$ cat src/rtl/mips_subset_executor_assert.svh
// Assertion macros for the executor; define NO_ASSERTIONS to drop them.
`ifndef MIPS_SUBSET_EXECUTOR_ASSERT_SVH
`define MIPS_SUBSET_EXECUTOR_ASSERT_SVH
`ifndef NO_ASSERTIONS
// Checked outside reset.
`define MSE_ASSERT(lbl, prop) \
    lbl: assert property (@(posedge i_clk) disable iff (!i_rst_n) prop) \
    else $error("mse check failed");
// Checked at every edge, reset included.
`define MSE_ASSERT_ALWAYS(lbl, prop) \
    lbl: assert property (@(posedge i_clk) prop) else $error("mse check failed");
`else
`define MSE_ASSERT(lbl, prop)
`define MSE_ASSERT_ALWAYS(lbl, prop)
`endif
`endif

$ cat src/rtl/mse_pkg.sv
`default_nettype none
package mse_pkg;

    // item commands
    localparam logic [1:0] CMD_EXEC   = 2'd0;
    localparam logic [1:0] CMD_LD_REG = 2'd1;
    localparam logic [1:0] CMD_LD_MEM = 2'd2;

    // opcodes
    localparam logic [5:0] OP_RTYPE = 6'd0;
    localparam logic [5:0] OP_J     = 6'd2;
    localparam logic [5:0] OP_BEQ   = 6'd4;
    localparam logic [5:0] OP_LW    = 6'd35;
    localparam logic [5:0] OP_SW    = 6'd43;

    // R-type functs (anything else adds)
    localparam logic [5:0] FN_SUB = 6'd34;
    localparam logic [5:0] FN_AND = 6'd36;
    localparam logic [5:0] FN_OR  = 6'd37;

    localparam int RF_DEPTH = 32;
    localparam int RF_AW    = 5;

    typedef struct packed {
        logic             en;
        logic [RF_AW-1:0] addr;
        logic [31:0]      data;
    } t_rf_wr;

    typedef struct packed {
        logic wr;
        logic rd;
    } t_dm_ctl;

endpackage
`default_nettype wire

$ cat src/rtl/mse_regfile.sv
`default_nettype none
module mse_regfile (
    input  wire logic                     i_clk,
    input  wire logic                     i_rst_n,
    input  wire logic                     i_rd_en,
    input  wire logic [mse_pkg::RF_AW-1:0] i_rd_addr_a,
    input  wire logic [mse_pkg::RF_AW-1:0] i_rd_addr_b,
    input  wire mse_pkg::t_rf_wr          i_wr,
    output logic [31:0]                   o_rd_data_a,
    output logic [31:0]                   o_rd_data_b
);

    logic [31:0]                   r_mem [mse_pkg::RF_DEPTH];
    logic [mse_pkg::RF_DEPTH-1:0]  r_vld;
    logic [31:0]                   r_rdat_a;
    logic [31:0]                   r_rdat_b;
    logic [31:0]                   r_byp_data;
    logic                          r_va;
    logic                          r_vb;
    logic                          r_byp_a;
    logic                          r_byp_b;

    always_ff @(posedge i_clk) begin
        if (i_wr.en) begin
            r_mem[i_wr.addr] <= i_wr.data;
        end
        if (i_rd_en) begin
            r_rdat_a   <= r_mem[i_rd_addr_a];
            r_rdat_b   <= r_mem[i_rd_addr_b];
            r_byp_data <= i_wr.data;
        end
    end

    // never-written entries read as zero; same-edge write wins over the array
    always_ff @(posedge i_clk) begin
        if (!i_rst_n) begin
            r_vld   <= '0;
            r_va    <= 1'b0;
            r_vb    <= 1'b0;
            r_byp_a <= 1'b0;
            r_byp_b <= 1'b0;
        end else begin
            if (i_wr.en) begin
                r_vld[i_wr.addr] <= 1'b1;
            end
            if (i_rd_en) begin
                r_va    <= r_vld[i_rd_addr_a];
                r_vb    <= r_vld[i_rd_addr_b];
                r_byp_a <= i_wr.en && (i_wr.addr == i_rd_addr_a);
                r_byp_b <= i_wr.en && (i_wr.addr == i_rd_addr_b);
            end
        end
    end

    assign o_rd_data_a = r_byp_a ? r_byp_data : (r_va ? r_rdat_a : 32'd0);
    assign o_rd_data_b = r_byp_b ? r_byp_data : (r_vb ? r_rdat_b : 32'd0);

endmodule
`default_nettype wire

$ cat config.mk
export PLATFORM = sky130hd
export DESIGN_NAME = mse_regfile
export DESIGN_NICKNAME = d
export VERILOG_FILES = /design/src/rtl/mips_subset_executor_assert.svh /design/src/rtl/mse_pkg.sv /design/src/rtl/mse_regfile.sv
export SDC_FILE = /design/constraint.sdc
export NUM_CORES = 1
export LEC_CHECK = 0
export BUFFER_PORTS_ARGS = -buffer_cell sky130_fd_sc_hd__buf_2
export CORE_ASPECT_RATIO = 0.75
export CORE_MARGIN = 1.5
export CORE_UTILIZATION = 54
export CTS_CLUSTER_DIAMETER = 150
export DETAILED_ROUTE_END_ITERATION = 10
export GPL_TIMING_DRIVEN = 0
export PLACE_DENSITY = 0.7
export SKIP_LAST_GASP = 1
export SYNTH_ARGS = -nofsm -noshare
export SYNTH_HDL_FRONTEND = slang
export SYNTH_SLANG_ARGS = --single-unit
$ cat constraint.sdc
create_clock -name i_clk -period 4.38 [get_ports i_clk]
set_clock_uncertainty 0.15 [all_clocks]
set_input_delay 0.876 -clock i_clk [delete_from_list [all_inputs] [get_ports i_clk]]
set_output_delay 0.876 -clock i_clk [all_outputs]
set_load 0.01 [all_outputs]
==> qor.yml <==
n_fill_cell: 6415
crit_buf_inv: 3
dpl_worst_slack_ns: -0.609
portBuffers: 98
synth.area.mux_share_pct: 29.6
status: "finished, violations left"
clock_latency_ns: 0.73
cts_buffers: 113
final_cell_mix: "edfxtp_1 (1120), mux4_2 (640), buf_2 (126)"
maxSlewHeadroom_pct: 3.07
grt_overflow: 0
ios: 115
layout-drive-gt1-share_pct: 41.7
synthFlopType: "edfxtp_1"
seq_power_share_pct: 52.1
drt_first_pass_iters: 6
clk_pin_slew_worst_paths_ns: 0.06
grt_start_max_net_pins: 57
power_report.internal_total_w: 0.0185
fp.dieW_um: 362
swShare_pct: 22.7
coreArea_mm2: 0.0955
violations: "setup timing"
wl_per_cell_um: 40.0
async_flop_share_pct: 0
yosysTopAreaCellShare_pct: 64.5
crit_arrival_ns: 4.71
syn2layout_area_growth_pct: 12.4
cp_slowest_stage_delay_ns: 1.04
grt_pass1_vias: 29000
post-cts-setup-buffers: 0
p_sw_w: 0.00541
clock_path_buffers: 3
cpMaxStageDelayCell: "clkbuf_1"
synth_edf_count: 1120
layout_commonest_cell: "edfxtp_1"
synth_compound_area_share_pct: 1.81
p_comb_share_pct: 8.7
finalCritPeriodShare_pct: 100
route.detailed.vias_per_inst: 7.44
cp_top_family: "buffers and inverters"
path_cells: "clkbuf_1 > clkbuf_1 > buf_1 > mux4_2 > mux4_2 > mux2_2"
synthAdderAreaFrac_pct: 0
wirelength_um: 155000
place_area_mm2: 0.0551
vdd_drop_max_v: 0.000355
insertedDiodeCount: 0
r2r-start: "r_mem[31][2]$_DFFE_PP_"
grt_pass1_wl_um: 217000
timing.fmax_mhz: 227
r2r_slack_ns: 2.21
r2r-end: "r_rdat_b[2]$_DFFE_PP_"
criticalPathCategory: "primary input to flip-flop"
stdcell_area_mm2: 0.0586
period_minus_slack_ns: 4.40
rsz0062_at_grt: "no"
syn_inst: 2290
fin_nets: 2587
crit_path_end: "r_rdat_b[23]$_DFFE_PP_"
initial_core_util_pct: 54.6
setup_violations: 8
crit_fanout: 10
grt.total_usage_pct: 32.1
drtIter0Drc: 5012
worst_pin_slew_ns: 1.45
hpwl_um: 103000
p_per_area_mw_per_mm2: 407
hold_path.class: "flip-flop to flip-flop"
die_h_um: 272
crit_start: "i_rd_addr_b[1]"
r2r_cells: 3
rows: 98
synth_top_area_cell: "edfxtp_1"
die-area_mm2: 0.0985
cts_tree: "done"
finalHoldViolations: 0
synth_nets: 2341
cp_num_cells: 6
synth_xor_area_share_pct: 0.168
drv_cap: 0
end_kind: "flip-flop"
fin_ws_ns: -0.0185
synth_top_family_by_area: "multiplexers"
power.clock.fraction_pct: 39.2
synth_cell_types: 33
cts-root-buf: "clkbuf_16"
ys_ff_latch: 1156
synth_warnings: 0
postSynthAreaPerCell_um2: 22.8
syn-cell-area_mm2: 0.0522
ys_top_cells_by_area: "edfxtp_1 (64%), mux4_2 (28%), dfxtp_1 (1.4%), mux2_2 (1.4%), a22o_1 (1.1%)"
detail-route-antenna-nets: 0
antenna_found_initial: 1
ys_seq_area_share_pct: 65.8
p_leak_nw: 18.4
htree_levels: 3
yosys.area_share.simple_pct: 0.796
startpoint_type: "primary input"
place.gp.congestion: 0.860
cts_num_sinks: 1156
drcViolationCount: 0
num_vias: 28900
tns_ns: -0.0686
cp.required_ns: 4.69
final_max_slew_viol_count: 0
per-layer routing:
| layer | vias up | global-route usage, % | wire length [um] |
|---|---|---|---|
| met4 | 0 | 10.1 | 5110 |
| li1 | 10700 | - | - |
| met5 | - | 0 | 0 |
| met1 | 15500 | 45.8 | 57700 |
| met3 | 319 | 8.96 | 20300 |
| met2 | 2279 | 48.7 | 72000 |
final cells by class:
type	instances	area, um2	area share (%)
multi-input combinational	948	17100	29.2
clock inverter	64	422	0.719
tap	1250	1560	2.67
buffer	186	927	1.58
sequential	1156	34400	58.6
clock buffer	142	3060	5.23
timing repair buffer	131	1160	1.98
per-stage QoR:
stage | util, % | cells | total power, W | hold slack (ns)
6_report | 61.4 | 3877 | 0.0239 | 0.339
4_1_cts | 61.4 | 3877 | 0.0239 | 0.330
3_3_place_gp | 56.8 | 3638 | 0.0146 | 0.319
2_1_floorplan | - | 2290 | 0.0139 | 0.311
5_1_grt | 61.4 | 3877 | 0.0244 | 0.353
3_5_place_dp | 57.7 | 3671 | 0.0147 | 0.328
sequential cells by signal (all words and copies together) (netlist names), 32 cells and up:
signal	cells
r_byp_data	32
r_mem	1024
r_rdat_a	32
r_rdat_b	32
r_vld	32
cells in the mapped netlist (3+ instances only):
library cell and count:
o21a_1 32, nand2b_1 5, clkbuf_1 95, or3b_2 3, mux2i_1 32, nand3_1 9
edfxtp_1 1120, nand3b_1 5, nor2b_1 6, buf_1 24, nor2_1 35, mux2_2 64
buf_2 29, buf_4 28, a22oi_1 7, a22o_1 65, buf_6 10, dfxtp_1 36
a21oi_1 6, xor2_1 8, mux4_2 640, nand2_1 11
worst reg2reg max path: cells and delay by family (launching register included):
family	cells	cell delay, ns
flip-flops	1	0.39
multiplexers	3	1.37
cell families after synthesis:
| kind of cell | count (synthesis) |
|---|---|
| flops | 1156 |
| buf+inv | 186 |
| mux | 736 |
| compound gates | 118 |
| simple gates | 84 |
| xor+xnor | 10 |
worst min-delay path by stage:
stage / start / endpoint / slack, ns / cells after the start
2_1_floorplan: r_vld[0]$_SDFFE_PN0P_ / r_vld[0]$_SDFFE_PN0P_ / 0.31 / 1
3_3_place_gp: r_vld[24]$_SDFFE_PN0P_ / r_vld[24]$_SDFFE_PN0P_ / 0.32 / 1
3_5_place_dp: r_vld[8]$_SDFFE_PN0P_ / r_vld[8]$_SDFFE_PN0P_ / 0.33 / 1
4_1_cts: i_wr[37] / r_byp_a$_SDFFE_PN0P_ / 0.33 / 3
5_1_grt: r_vld[8]$_SDFFE_PN0P_ / r_vld[8]$_SDFFE_PN0P_ / 0.35 / 1
6_report: r_vld[4]$_SDFFE_PN0P_ / r_vld[4]$_SDFFE_PN0P_ / 0.34 / 1
timing repair:
action,CTS,global route
pin swaps,0,0
gates resized for setup,3,3
hold buffers,0,0
gates cloned,0,0
hold endpoints to repair,0,0
setup endpoints to repair,23,10
power groups by stage:
stage               Sequential [W]  Clock, W  Combinational, W
detailed placement          0.0127         0           0.00205
global route                0.0125   0.00980           0.00215
floorplan                   0.0126         0           0.00123
CTS                         0.0124   0.00941           0.00206
global placement            0.0127         0           0.00197
finish                      0.0124   0.00936           0.00207
Note: power is estimated with default switching activity, not from simulation.
